### src/bsr_pkg.sv
package bsr_pkg;

   localparam int FRAC_BITS   = 24;
   localparam int INT_BITS    = 24;
   localparam int MAX_PLACES  = 6;
   localparam int PLACES_BITS = 3;

   localparam int TOTAL_BITS    = INT_BITS + FRAC_BITS;
   localparam int ROOT_BITS     = (INT_BITS + 1) / 2 + 1 + FRAC_BITS;
   localparam int HALF_BITS     = (TOTAL_BITS + 1) / 2;
   localparam int SQ_BITS       = 4 * HALF_BITS;
   localparam int REQ_DATA_BITS = ((TOTAL_BITS + PLACES_BITS + 7) / 8) * 8;
   localparam int RSP_DATA_BITS = ((ROOT_BITS + 7) / 8) * 8;

   localparam logic [TOTAL_BITS-1:0] ONE_VALUE = TOTAL_BITS'(1) << FRAC_BITS;

   localparam longint unsigned SCALE_X2 = 64'd2 << FRAC_BITS;

   localparam logic [TOTAL_BITS-1:0] TOL_P1 = TOTAL_BITS'((SCALE_X2 / 64'd10 + 64'd1) / 64'd2);
   localparam logic [TOTAL_BITS-1:0] TOL_P2 = TOTAL_BITS'((SCALE_X2 / 64'd100 + 64'd1) / 64'd2);
   localparam logic [TOTAL_BITS-1:0] TOL_P3 =
      TOTAL_BITS'((SCALE_X2 / 64'd1000 + 64'd1) / 64'd2);
   localparam logic [TOTAL_BITS-1:0] TOL_P4 =
      TOTAL_BITS'((SCALE_X2 / 64'd10000 + 64'd1) / 64'd2);
   localparam logic [TOTAL_BITS-1:0] TOL_P5 =
      TOTAL_BITS'((SCALE_X2 / 64'd100000 + 64'd1) / 64'd2);
   localparam logic [TOTAL_BITS-1:0] TOL_P6 =
      TOTAL_BITS'((SCALE_X2 / 64'd1000000 + 64'd1) / 64'd2);

   localparam logic [PLACES_BITS-1:0] MAX_PLACES_CODE = PLACES_BITS'(MAX_PLACES);

   typedef enum logic [2:0] {
      ST_IDLE,
      ST_CHECK,
      ST_MUL0,
      ST_MUL1,
      ST_MUL2,
      ST_MUL3,
      ST_CMP,
      ST_FINISH
   } bsr_state_type;

   typedef enum logic [1:0] {
      MUL_LL,
      MUL_HL,
      MUL_HH
   } bsr_mul_sel_type;

   typedef enum logic [1:0] {
      ACC_LOAD,
      ACC_ADD_MID,
      ACC_ADD_HIGH
   } bsr_acc_sel_type;

   typedef struct packed {
      logic            load;
      logic            check;
      logic            mul_en;
      bsr_mul_sel_type mul_sel;
      logic            acc_en;
      bsr_acc_sel_type acc_sel;
      logic            update;
      logic            out_load;
   } bsr_cmd_type;

   typedef struct packed {
      logic more;
   } bsr_status_type;

   function automatic logic [PLACES_BITS-1:0] clamp_places(
      input logic [PLACES_BITS-1:0] places
   );
      logic [PLACES_BITS-1:0] result;
      result = places;
      if (places == '0) begin
         result = PLACES_BITS'(1);
      end else if (places > MAX_PLACES_CODE) begin
         result = MAX_PLACES_CODE;
      end
      return result;
   endfunction

   function automatic logic [TOTAL_BITS-1:0] tol_of(input logic [PLACES_BITS-1:0] places);
      logic [TOTAL_BITS-1:0] result;
      case (places)
         3'd1:    result = TOL_P1;
         3'd2:    result = TOL_P2;
         3'd3:    result = TOL_P3;
         3'd4:    result = TOL_P4;
         3'd5:    result = TOL_P5;
         3'd6:    result = TOL_P6;
         default: result = TOL_P6;
      endcase
      return result;
   endfunction

endpackage

### src/bsr_ctrl.sv
module bsr_ctrl (
   input  logic                 clock,
   input  logic                 reset,
   input  logic                 req_tvalid,
   output logic                 req_tready,
   output logic                 rsp_tvalid,
   input  logic                 rsp_tready,
   input  bsr_pkg::bsr_status_type status,
   output bsr_pkg::bsr_cmd_type    cmd
);

   bsr_pkg::bsr_state_type state_ff;
   bsr_pkg::bsr_state_type state_in;
   logic                   rsp_valid_ff;
   logic                   rsp_valid_in;
   logic                   out_free;

   assign out_free = !rsp_valid_ff || rsp_tready;

   always_comb begin
      state_in = state_ff;
      case (state_ff)
         bsr_pkg::ST_IDLE: begin
            if (req_tvalid) begin
               state_in = bsr_pkg::ST_CHECK;
            end
         end
         bsr_pkg::ST_CHECK: begin
            state_in = status.more ? bsr_pkg::ST_MUL0 : bsr_pkg::ST_FINISH;
         end
         bsr_pkg::ST_MUL0:  state_in = bsr_pkg::ST_MUL1;
         bsr_pkg::ST_MUL1:  state_in = bsr_pkg::ST_MUL2;
         bsr_pkg::ST_MUL2:  state_in = bsr_pkg::ST_MUL3;
         bsr_pkg::ST_MUL3:  state_in = bsr_pkg::ST_CMP;
         bsr_pkg::ST_CMP:   state_in = bsr_pkg::ST_CHECK;
         bsr_pkg::ST_FINISH: begin
            if (out_free) begin
               state_in = bsr_pkg::ST_IDLE;
            end
         end
         default: state_in = bsr_pkg::ST_IDLE;
      endcase
   end

   always_comb begin
      req_tready    = 1'b0;
      cmd           = '0;
      cmd.mul_sel   = bsr_pkg::MUL_LL;
      cmd.acc_sel   = bsr_pkg::ACC_LOAD;
      case (state_ff)
         bsr_pkg::ST_IDLE: begin
            req_tready = 1'b1;
            cmd.load   = req_tvalid;
         end
         bsr_pkg::ST_CHECK: begin
            cmd.check = 1'b1;
         end
         bsr_pkg::ST_MUL0: begin
            cmd.mul_en  = 1'b1;
            cmd.mul_sel = bsr_pkg::MUL_LL;
         end
         bsr_pkg::ST_MUL1: begin
            cmd.mul_en  = 1'b1;
            cmd.mul_sel = bsr_pkg::MUL_HL;
            cmd.acc_en  = 1'b1;
            cmd.acc_sel = bsr_pkg::ACC_LOAD;
         end
         bsr_pkg::ST_MUL2: begin
            cmd.mul_en  = 1'b1;
            cmd.mul_sel = bsr_pkg::MUL_HH;
            cmd.acc_en  = 1'b1;
            cmd.acc_sel = bsr_pkg::ACC_ADD_MID;
         end
         bsr_pkg::ST_MUL3: begin
            cmd.acc_en  = 1'b1;
            cmd.acc_sel = bsr_pkg::ACC_ADD_HIGH;
         end
         bsr_pkg::ST_CMP: begin
            cmd.update = 1'b1;
         end
         bsr_pkg::ST_FINISH: begin
            cmd.out_load = out_free;
         end
         default: begin
            req_tready = 1'b0;
         end
      endcase
   end

   // hold the result until the receiver takes it
   assign rsp_valid_in = cmd.out_load || (rsp_valid_ff && !rsp_tready);
   assign rsp_tvalid   = rsp_valid_ff;

   always_ff @(posedge clock) begin
      if (reset) begin
         state_ff     <= bsr_pkg::ST_IDLE;
         rsp_valid_ff <= 1'b0;
      end else begin
         state_ff     <= state_in;
         rsp_valid_ff <= rsp_valid_in;
      end
   end

endmodule

### src/bsr_datapath.sv
module bsr_datapath (
   input  logic                                 clock,
   input  bsr_pkg::bsr_cmd_type                 cmd,
   input  logic [bsr_pkg::REQ_DATA_BITS-1:0]    req_data,
   output bsr_pkg::bsr_status_type              status,
   output logic [bsr_pkg::ROOT_BITS-1:0]        root
);

   localparam int H = bsr_pkg::HALF_BITS;

   logic [bsr_pkg::TOTAL_BITS-1:0]  x_ff;
   logic [bsr_pkg::TOTAL_BITS-1:0]  lo_ff;
   logic [bsr_pkg::TOTAL_BITS-1:0]  hi_ff;
   logic [bsr_pkg::TOTAL_BITS-1:0]  tol_ff;
   logic [bsr_pkg::TOTAL_BITS-1:0]  mid_ff;
   logic [2*H-1:0]                  prod_ff;
   logic [bsr_pkg::SQ_BITS-1:0]     acc_ff;
   logic [bsr_pkg::ROOT_BITS-1:0]   root_ff;

   logic [bsr_pkg::TOTAL_BITS-1:0]  radicand;
   logic [bsr_pkg::PLACES_BITS-1:0] places;
   logic [bsr_pkg::TOTAL_BITS-1:0]  hi_start;
   logic [bsr_pkg::TOTAL_BITS-1:0]  diff;
   logic [bsr_pkg::TOTAL_BITS-1:0]  mid_in;
   logic [2*H-1:0]                  mid_ext;
   logic [H-1:0]                    mid_high;
   logic [H-1:0]                    mid_low;
   logic [H-1:0]                    mul_a;
   logic [H-1:0]                    mul_b;
   logic [2*H-1:0]                  prod_in;
   logic [bsr_pkg::SQ_BITS-1:0]     prod_wide;
   logic [bsr_pkg::SQ_BITS-1:0]     acc_in;
   logic [bsr_pkg::SQ_BITS-1:0]     target;
   logic                            greater;

   assign radicand = req_data[bsr_pkg::TOTAL_BITS-1:0];
   assign places   = req_data[bsr_pkg::TOTAL_BITS +: bsr_pkg::PLACES_BITS];
   assign hi_start = (radicand > bsr_pkg::ONE_VALUE) ? radicand : bsr_pkg::ONE_VALUE;

   assign diff        = hi_ff - lo_ff;
   assign status.more = diff > tol_ff;
   assign mid_in      = lo_ff + (diff >> 1);

   assign mid_ext  = (2*H)'(mid_ff);
   assign mid_high = mid_ext[2*H-1:H];
   assign mid_low  = mid_ext[H-1:0];

   always_comb begin
      case (cmd.mul_sel)
         bsr_pkg::MUL_LL: begin
            mul_a = mid_low;
            mul_b = mid_low;
         end
         bsr_pkg::MUL_HL: begin
            mul_a = mid_high;
            mul_b = mid_low;
         end
         bsr_pkg::MUL_HH: begin
            mul_a = mid_high;
            mul_b = mid_high;
         end
         default: begin
            mul_a = mid_low;
            mul_b = mid_low;
         end
      endcase
   end

   assign prod_in   = (2*H)'(mul_a) * (2*H)'(mul_b);
   assign prod_wide = bsr_pkg::SQ_BITS'(prod_ff);

   always_comb begin
      case (cmd.acc_sel)
         bsr_pkg::ACC_LOAD:     acc_in = prod_wide;
         bsr_pkg::ACC_ADD_MID:  acc_in = acc_ff + (prod_wide << (H + 1));
         bsr_pkg::ACC_ADD_HIGH: acc_in = acc_ff + (prod_wide << (2 * H));
         default:               acc_in = prod_wide;
      endcase
   end

   assign target  = bsr_pkg::SQ_BITS'(x_ff) << bsr_pkg::FRAC_BITS;
   assign greater = acc_ff > target;

   always_ff @(posedge clock) begin
      if (cmd.load) begin
         x_ff   <= radicand;
         lo_ff  <= '0;
         hi_ff  <= hi_start;
         tol_ff <= bsr_pkg::tol_of(bsr_pkg::clamp_places(places));
      end else if (cmd.update) begin
         if (greater) begin
            hi_ff <= mid_ff;
         end else begin
            lo_ff <= mid_ff;
         end
      end
      if (cmd.check) begin
         mid_ff <= mid_in;
      end
      if (cmd.mul_en) begin
         prod_ff <= prod_in;
      end
      if (cmd.acc_en) begin
         acc_ff <= acc_in;
      end
      if (cmd.out_load) begin
         root_ff <= mid_ff[bsr_pkg::ROOT_BITS-1:0];
      end
   end

   assign root = root_ff;

endmodule

### src/bisection_square_root_top.sv
// Square root by bisection on unsigned Q24.24 values.
// Input transfers on the req_ channel carry a radicand and a decimal-place
// count (1 to 6; 0 acts as 1, above 6 acts as 6). The block searches
// [0, max(radicand, 1.0)] until the interval is no wider than 10^-places and
// returns the midpoint on the rsp_ channel, one result per input transfer.
// Each halving steps through CHECK (form the midpoint, test the width),
// MUL0 to MUL2 (the midpoint square through a single 24x24 multiplier as
// three partial products), MUL3 (add the top product) and CMP (compare the
// square with the radicand). After the last width test FINISH waits for a
// free output register; rsp_tvalid rises as the block returns to idle, ready
// for the next input. The number of halvings is about log2(max(radicand,
// 1.0) / tolerance), up to 44 for a full-scale radicand at six places.
// One item is in flight at a time; req_tready is high only while idle.
// The result sits in an output register: a stalled receiver does not block
// the next input, only the hand-over of the following result.
// Synchronous reset returns to idle and drops any pending result.
module bisection_square_root_top (
   input  logic                              clock,
   input  logic                              reset,
   input  logic                              req_tvalid,
   output logic                              req_tready,
   // radicand [47:0], decimal_places [50:48], zero fill
   input  logic [bsr_pkg::REQ_DATA_BITS-1:0] req_tdata,
   output logic                              rsp_tvalid,
   input  logic                              rsp_tready,
   // root [36:0], zero fill
   output logic [bsr_pkg::RSP_DATA_BITS-1:0] rsp_tdata
);

   bsr_pkg::bsr_cmd_type          cmd;
   bsr_pkg::bsr_status_type       status;
   logic [bsr_pkg::ROOT_BITS-1:0] root;

   bsr_ctrl u_ctrl (
      .clock      (clock),
      .reset      (reset),
      .req_tvalid (req_tvalid),
      .req_tready (req_tready),
      .rsp_tvalid (rsp_tvalid),
      .rsp_tready (rsp_tready),
      .status     (status),
      .cmd        (cmd)
   );

   bsr_datapath u_datapath (
      .clock    (clock),
      .cmd      (cmd),
      .req_data (req_tdata),
      .status   (status),
      .root     (root)
   );

   assign rsp_tdata = bsr_pkg::RSP_DATA_BITS'(root);

   a_busy_after_accept: assert property (@(posedge clock) disable iff (reset)
      cmd.load |=> !req_tready)
      else $error("input taken while a search is running");

   a_no_overwrite: assert property (@(posedge clock) disable iff (reset)
      cmd.out_load |-> (!rsp_tvalid || rsp_tready))
      else $error("pending result overwritten");

   a_compare_after_square: assert property (@(posedge clock) disable iff (reset)
      cmd.update |-> $past(cmd.acc_en && cmd.acc_sel == bsr_pkg::ACC_ADD_HIGH))
      else $error("compare without a finished square");

   a_check_follows_update: assert property (@(posedge clock) disable iff (reset)
      cmd.update |=> cmd.check)
      else $error("bound update not followed by width test");

endmodule

### config.mk
export PLATFORM = sky130hd
export DESIGN_NAME = bisection_square_root_top
export DESIGN_NICKNAME = d
export VERILOG_FILES = /design/src/bsr_pkg.sv /design/src/bsr_ctrl.sv /design/src/bsr_datapath.sv /design/src/bisection_square_root_top.sv
export SDC_FILE = /design/constraint.sdc
export NUM_CORES = 2
export LEC_CHECK = 0
export BUFFER_PORTS_ARGS = -buffer_cell sky130_fd_sc_hd__buf_2
export CAP_MARGIN = 15
export CORE_AREA = 2 2 430 432
export CTS_BUF_LIST = sky130_fd_sc_hd__clkbuf_16
export DETAILED_ROUTE_END_ITERATION = 7
export DIE_AREA = 0 0 432 434
export HOLD_SLACK_MARGIN = 0.06
export PLACE_DENSITY_LB_ADDON = 0.3
export SLEW_MARGIN = 30
export SYNTH_ARGS = -nofsm -noshare
export SYNTH_HDL_FRONTEND = slang
export SYNTH_SLANG_ARGS = --single-unit
### constraint.sdc
create_clock -name clock -period 8.2 [get_ports clock]
set_clock_uncertainty 0.15 [all_clocks]
set_input_delay 0.82 -clock clock [delete_from_list [all_inputs] [get_ports clock]]
set_output_delay 0.82 -clock clock [all_outputs]
set_load 0.02 [all_outputs]
==> results list <==
* Number of synthesized register bits: 389
- Nets@finish: 6424
- Clock Tree Root: sky130_fd_sc_hd__clkbuf_16
- Counting distinct cell types in the post-synthesis netlist gives 93.
- Share of final-layout standard cells stronger than drive strength 1: 15.5%
* Final weighted congestion of routability-driven global placement: 0.956
* Die extent in x: 432 um
- Number of antenna violations at the first check in global routing: 7
- Setup violations remaining at the end of the flow were counted as 4.
* DR iter-0 viols: 3336
* Period minus WS final: 8.28 ns
- Wires add up to 172000 um.
- The detail route stage leaves a number of antenna-violating nets equal to 0.
* Cell Area, Synth: 45500 sq um
- In this run the tool buffered the top-level ports with 93 buffer cells.
- 102 I/O pins were placed.
- Tightest Hold Check Type: input port to register
- At the pin with the least slew margin, the transition time is 0.999 ns.
- Fillers: 19100
* Number of vias after detailed routing: 38600
- Slowest stage delay, CP: 0.55 ns
- In this run the worst path has a maximum fanout of 4.
* Buffer levels on the longest clock path: 3
- The first global-routing pass estimated 250000 um of wire.
- Post-CTS clock slew at the launch and capture registers of the worst setup and hold paths: 0.06 ns
* Count of mapped cells out of synthesis: 4992
* Slowest-stage cell, CP: sky130_fd_sc_hd__fa_1
- DRC violation count after routing: 0
- Cell occurring most often along the worst timing path: sky130_fd_sc_hd__fa_1
- Maximum number of pins on one net before global-route repair: 73
- Kind of start point of the critical path: register
- A synthesized cell averages 9.12 sq um.
- Endpoint class of the critical path: register
- The initial utilization of the core area, before any placement, comes to 25.0%.
* Status: complete, but fails checks
* Maximum capacitance violations: 0
- Hold buffer count at CTS: 0
- Fraction of the cycle the final worst path needs: 101%
* Arrival @ worst endpoint: 8.51 ns
- Least setup slack across all paths after layout: -0.0750 ns
- Worst-case headroom to the max-slew limit: 33.3%
* CORE AREA: 182000 sq um
- The floorplan has 157 rows.
- Using the TritonRoute via totals, the vias-per-cell ratio works out to 4.91.
- Total Negative Setup Slacks: -0.218 ns
- Total number of clock tree sinks: 389
- Pins over their slew limit: 0
- Primary FF master, synth: sky130_fd_sc_hd__edfxtp_1
- Maximum achievable frequency: 121 MHz
- Final Hold Violating Endpoints: 0
* Overall die area: 187000 sq um
* HPWL after DPL: 140000 um
* Routed wire per std cell: 21.8 um
- Count of warnings emitted by yosys: 0
- In this run the vertical extent of the chip is 434 um.
- Proportion of synthesized flip-flops having asynchronous set or reset: 0%
- Across every metal layer, demand over resource in global routing totals 17.9%.
- First drt pass iteration count: 6
* Synthesis-to-finish area growth: 21.2%
* Sequential area share after synthesis: 24.5%
* Req. time, crit path: 8.43 ns
- Overflow left after global routing: 0
* TritonCTS Buffers: 49
* Unrepaired setup endpoints after global routing: true
* CTS H-tree lvls: 2
- Vias in the first global route: 38100
- Count of flip-flops with a built-in enable after synthesis: 337
* Worst skew pair latency: 0.64 ns
- Violated checks: negative setup slack
- The critical path is of the register to register type.
- Clock tree from TritonCTS: yes
-- routing by layer --
layer	global-route usage (%)	vias to the layer above	share of wire, %
li1	-	17800	-
met1	24.9	19300	44
met2	28.1	1340	45
met3	2.57	258	6.8
met4	6.75	0	4.1
met5	0	-	0
-- critical path, delay by kind of cell (launching register included) --
kind,cells,cell delay (ns)
buf+inv,12,1.29
compound gates,6,1.31
flops,1,0.32
fa+ha+maj,8,3.71
xor+xnor,1,0.14
simple gates,8,1.09
-- registers in the layout, indices dropped and copies added (netlist names) --
signal,flops
u_datapath.lo_ff,48
u_ctrl.state_ff,3
u_datapath.prod_ff,48
u_ctrl.rsp_tvalid,1
u_datapath.acc_ff,96
u_datapath.root,37
u_datapath.mid_ext,48
u_datapath.x_ff,48
u_datapath.tol_ff,12
u_datapath.hi_ff,48
-- layout make-up --
cell class | count | area [sq um] | area share [%]
multi-input cells | 3691 | 31600 | 57.3
flip-flops and latches | 389 | 11200 | 20.2
repair buffers | 580 | 5050 | 9.15
well taps | 2385 | 2980 | 5.41
inverters | 735 | 2760 | 5.00
clock buffers | 51 | 1280 | 2.31
clock inverters | 40 | 303 | 0.549
diodes | 3 | 7.51 | 0.0136
-- synth_stat cells (all sizes together) (16+ instances only) --
cell    instances  area (sq um)
nand2b         32           200
o21ai         162           811
and2           56           353
nor2          449          1690
nor2b          38           238
o21a           43           330
inv           735          2760
mux2           22           248
nand2         643          2410
or3            16           100
xor2           82           718
o21bai         38           285
a21o          154          1160
o22ai          38           238
nor3           36           185
edfxtp        337         10100
mux2i          44           440
clkbuf        164           616
nand3          77           385
ha            432          5410
a22o           26           228
nand4          49           307
a21oi         245          1240
o211ai         23           173
a211oi         30           243
and3           33           206
dfxtp          52          1040
a31oi          35           234
xnor2         143          1250
o31ai          61           458
nor4           33           213
fa            486          9730
-- kinds of logic (layout without fill, tap and decap cells) --
logic type / after synthesis / count (layout) / share of synthesized area, %
AOI/OAI and AO/OA: 973 / 973 / 14.2
DFF: 389 / 389 / 24.5
xor gates and xnor gates: 225 / 225 / 4.33
and+or+nand+nor: 1506 / 1506 / 14.6
other: 1 / 6 / 0.00824
muxes: 66 / 66 / 1.51
adders and majority gates: 918 / 918 / 33.2
buffers and inverters: 914 / 1406 / 7.58
-- placed cells by master, fill, tap and decap left out, types with 28 or more instances in the layout --
master / n
sky130_fd_sc_hd__o21bai_1: 37
sky130_fd_sc_hd__and2_1: 53
sky130_fd_sc_hd__nor3_1: 35
sky130_fd_sc_hd__o22ai_1: 37
sky130_fd_sc_hd__nand2_1: 632
sky130_fd_sc_hd__edfxtp_1: 337
sky130_fd_sc_hd__fa_1: 470
sky130_fd_sc_hd__nor2b_1: 35
sky130_fd_sc_hd__buf_4: 392
sky130_fd_sc_hd__inv_1: 720
sky130_fd_sc_hd__nor2_1: 437
sky130_fd_sc_hd__nor4_1: 32
sky130_fd_sc_hd__nand4_1: 49
sky130_fd_sc_hd__xnor2_1: 141
sky130_fd_sc_hd__buf_6: 28
sky130_fd_sc_hd__a31oi_1: 33
sky130_fd_sc_hd__nand3_1: 76
sky130_fd_sc_hd__a211oi_1: 28
sky130_fd_sc_hd__buf_12: 50
sky130_fd_sc_hd__buf_2: 93
sky130_fd_sc_hd__clkbuf_16: 56
sky130_fd_sc_hd__o31ai_1: 60
sky130_fd_sc_hd__ha_1: 419
sky130_fd_sc_hd__a21oi_1: 232
sky130_fd_sc_hd__o21ai_0: 142
sky130_fd_sc_hd__nand2b_1: 31
sky130_fd_sc_hd__a21o_1: 150
sky130_fd_sc_hd__xor2_1: 82
sky130_fd_sc_hd__o21a_1: 42
sky130_fd_sc_hd__and3_1: 32
sky130_fd_sc_hd__dfxtp_1: 50
-- stage by stage --
stage	utilization [%]	std cells	hold slack (ns)	setup WS, ns	area, sq um
2_1_floorplan	-	4994	0.307	0.00694	45700
3_3_place_gp	28.4	7686	0.329	-0.451	51900
3_5_place_dp	28.4	7686	0.338	-0.467	51900
4_1_cts	29.8	7820	0.235	-0.0809	54300
5_1_grt	30.2	7872	0.252	-0.314	55200
6_report	30.2	7874	0.290	-0.0750	55200
-- repair_timing --
item	4_1_cts	5_1_grt
pin swaps	47	68
endpoints found under the setup margin	13	17
gates cloned	1	5
buffers inserted	45	46
gates resized for setup	104	100
-- path summary, 6_finish.rpt --
| kind | start | endpoint | slack (ns) | cells after the start |
|---|---|---|---|---|
| min | req_tdata[10] | u_datapath.x_ff[10]$_DFFE_PP_ | 0.29 | 1 |
| max reg2reg | u_ctrl.state_ff[2]$_SDFFE_PP0P_ | u_datapath.prod_ff[45]$_DFFE_PP_ | -0.08 | 35 |
| min reg2reg | u_datapath.lo_ff[0]$_SDFFE_PP0P_ | u_datapath.lo_ff[0]$_SDFFE_PP0P_ | 0.34 | 2 |
| max | u_ctrl.state_ff[2]$_SDFFE_PP0P_ | u_datapath.prod_ff[45]$_DFFE_PP_ | -0.08 | 35 |
Power is not shown: default switching activity piles up to over one toggle a cycle in this logic, so the estimate is an artifact.
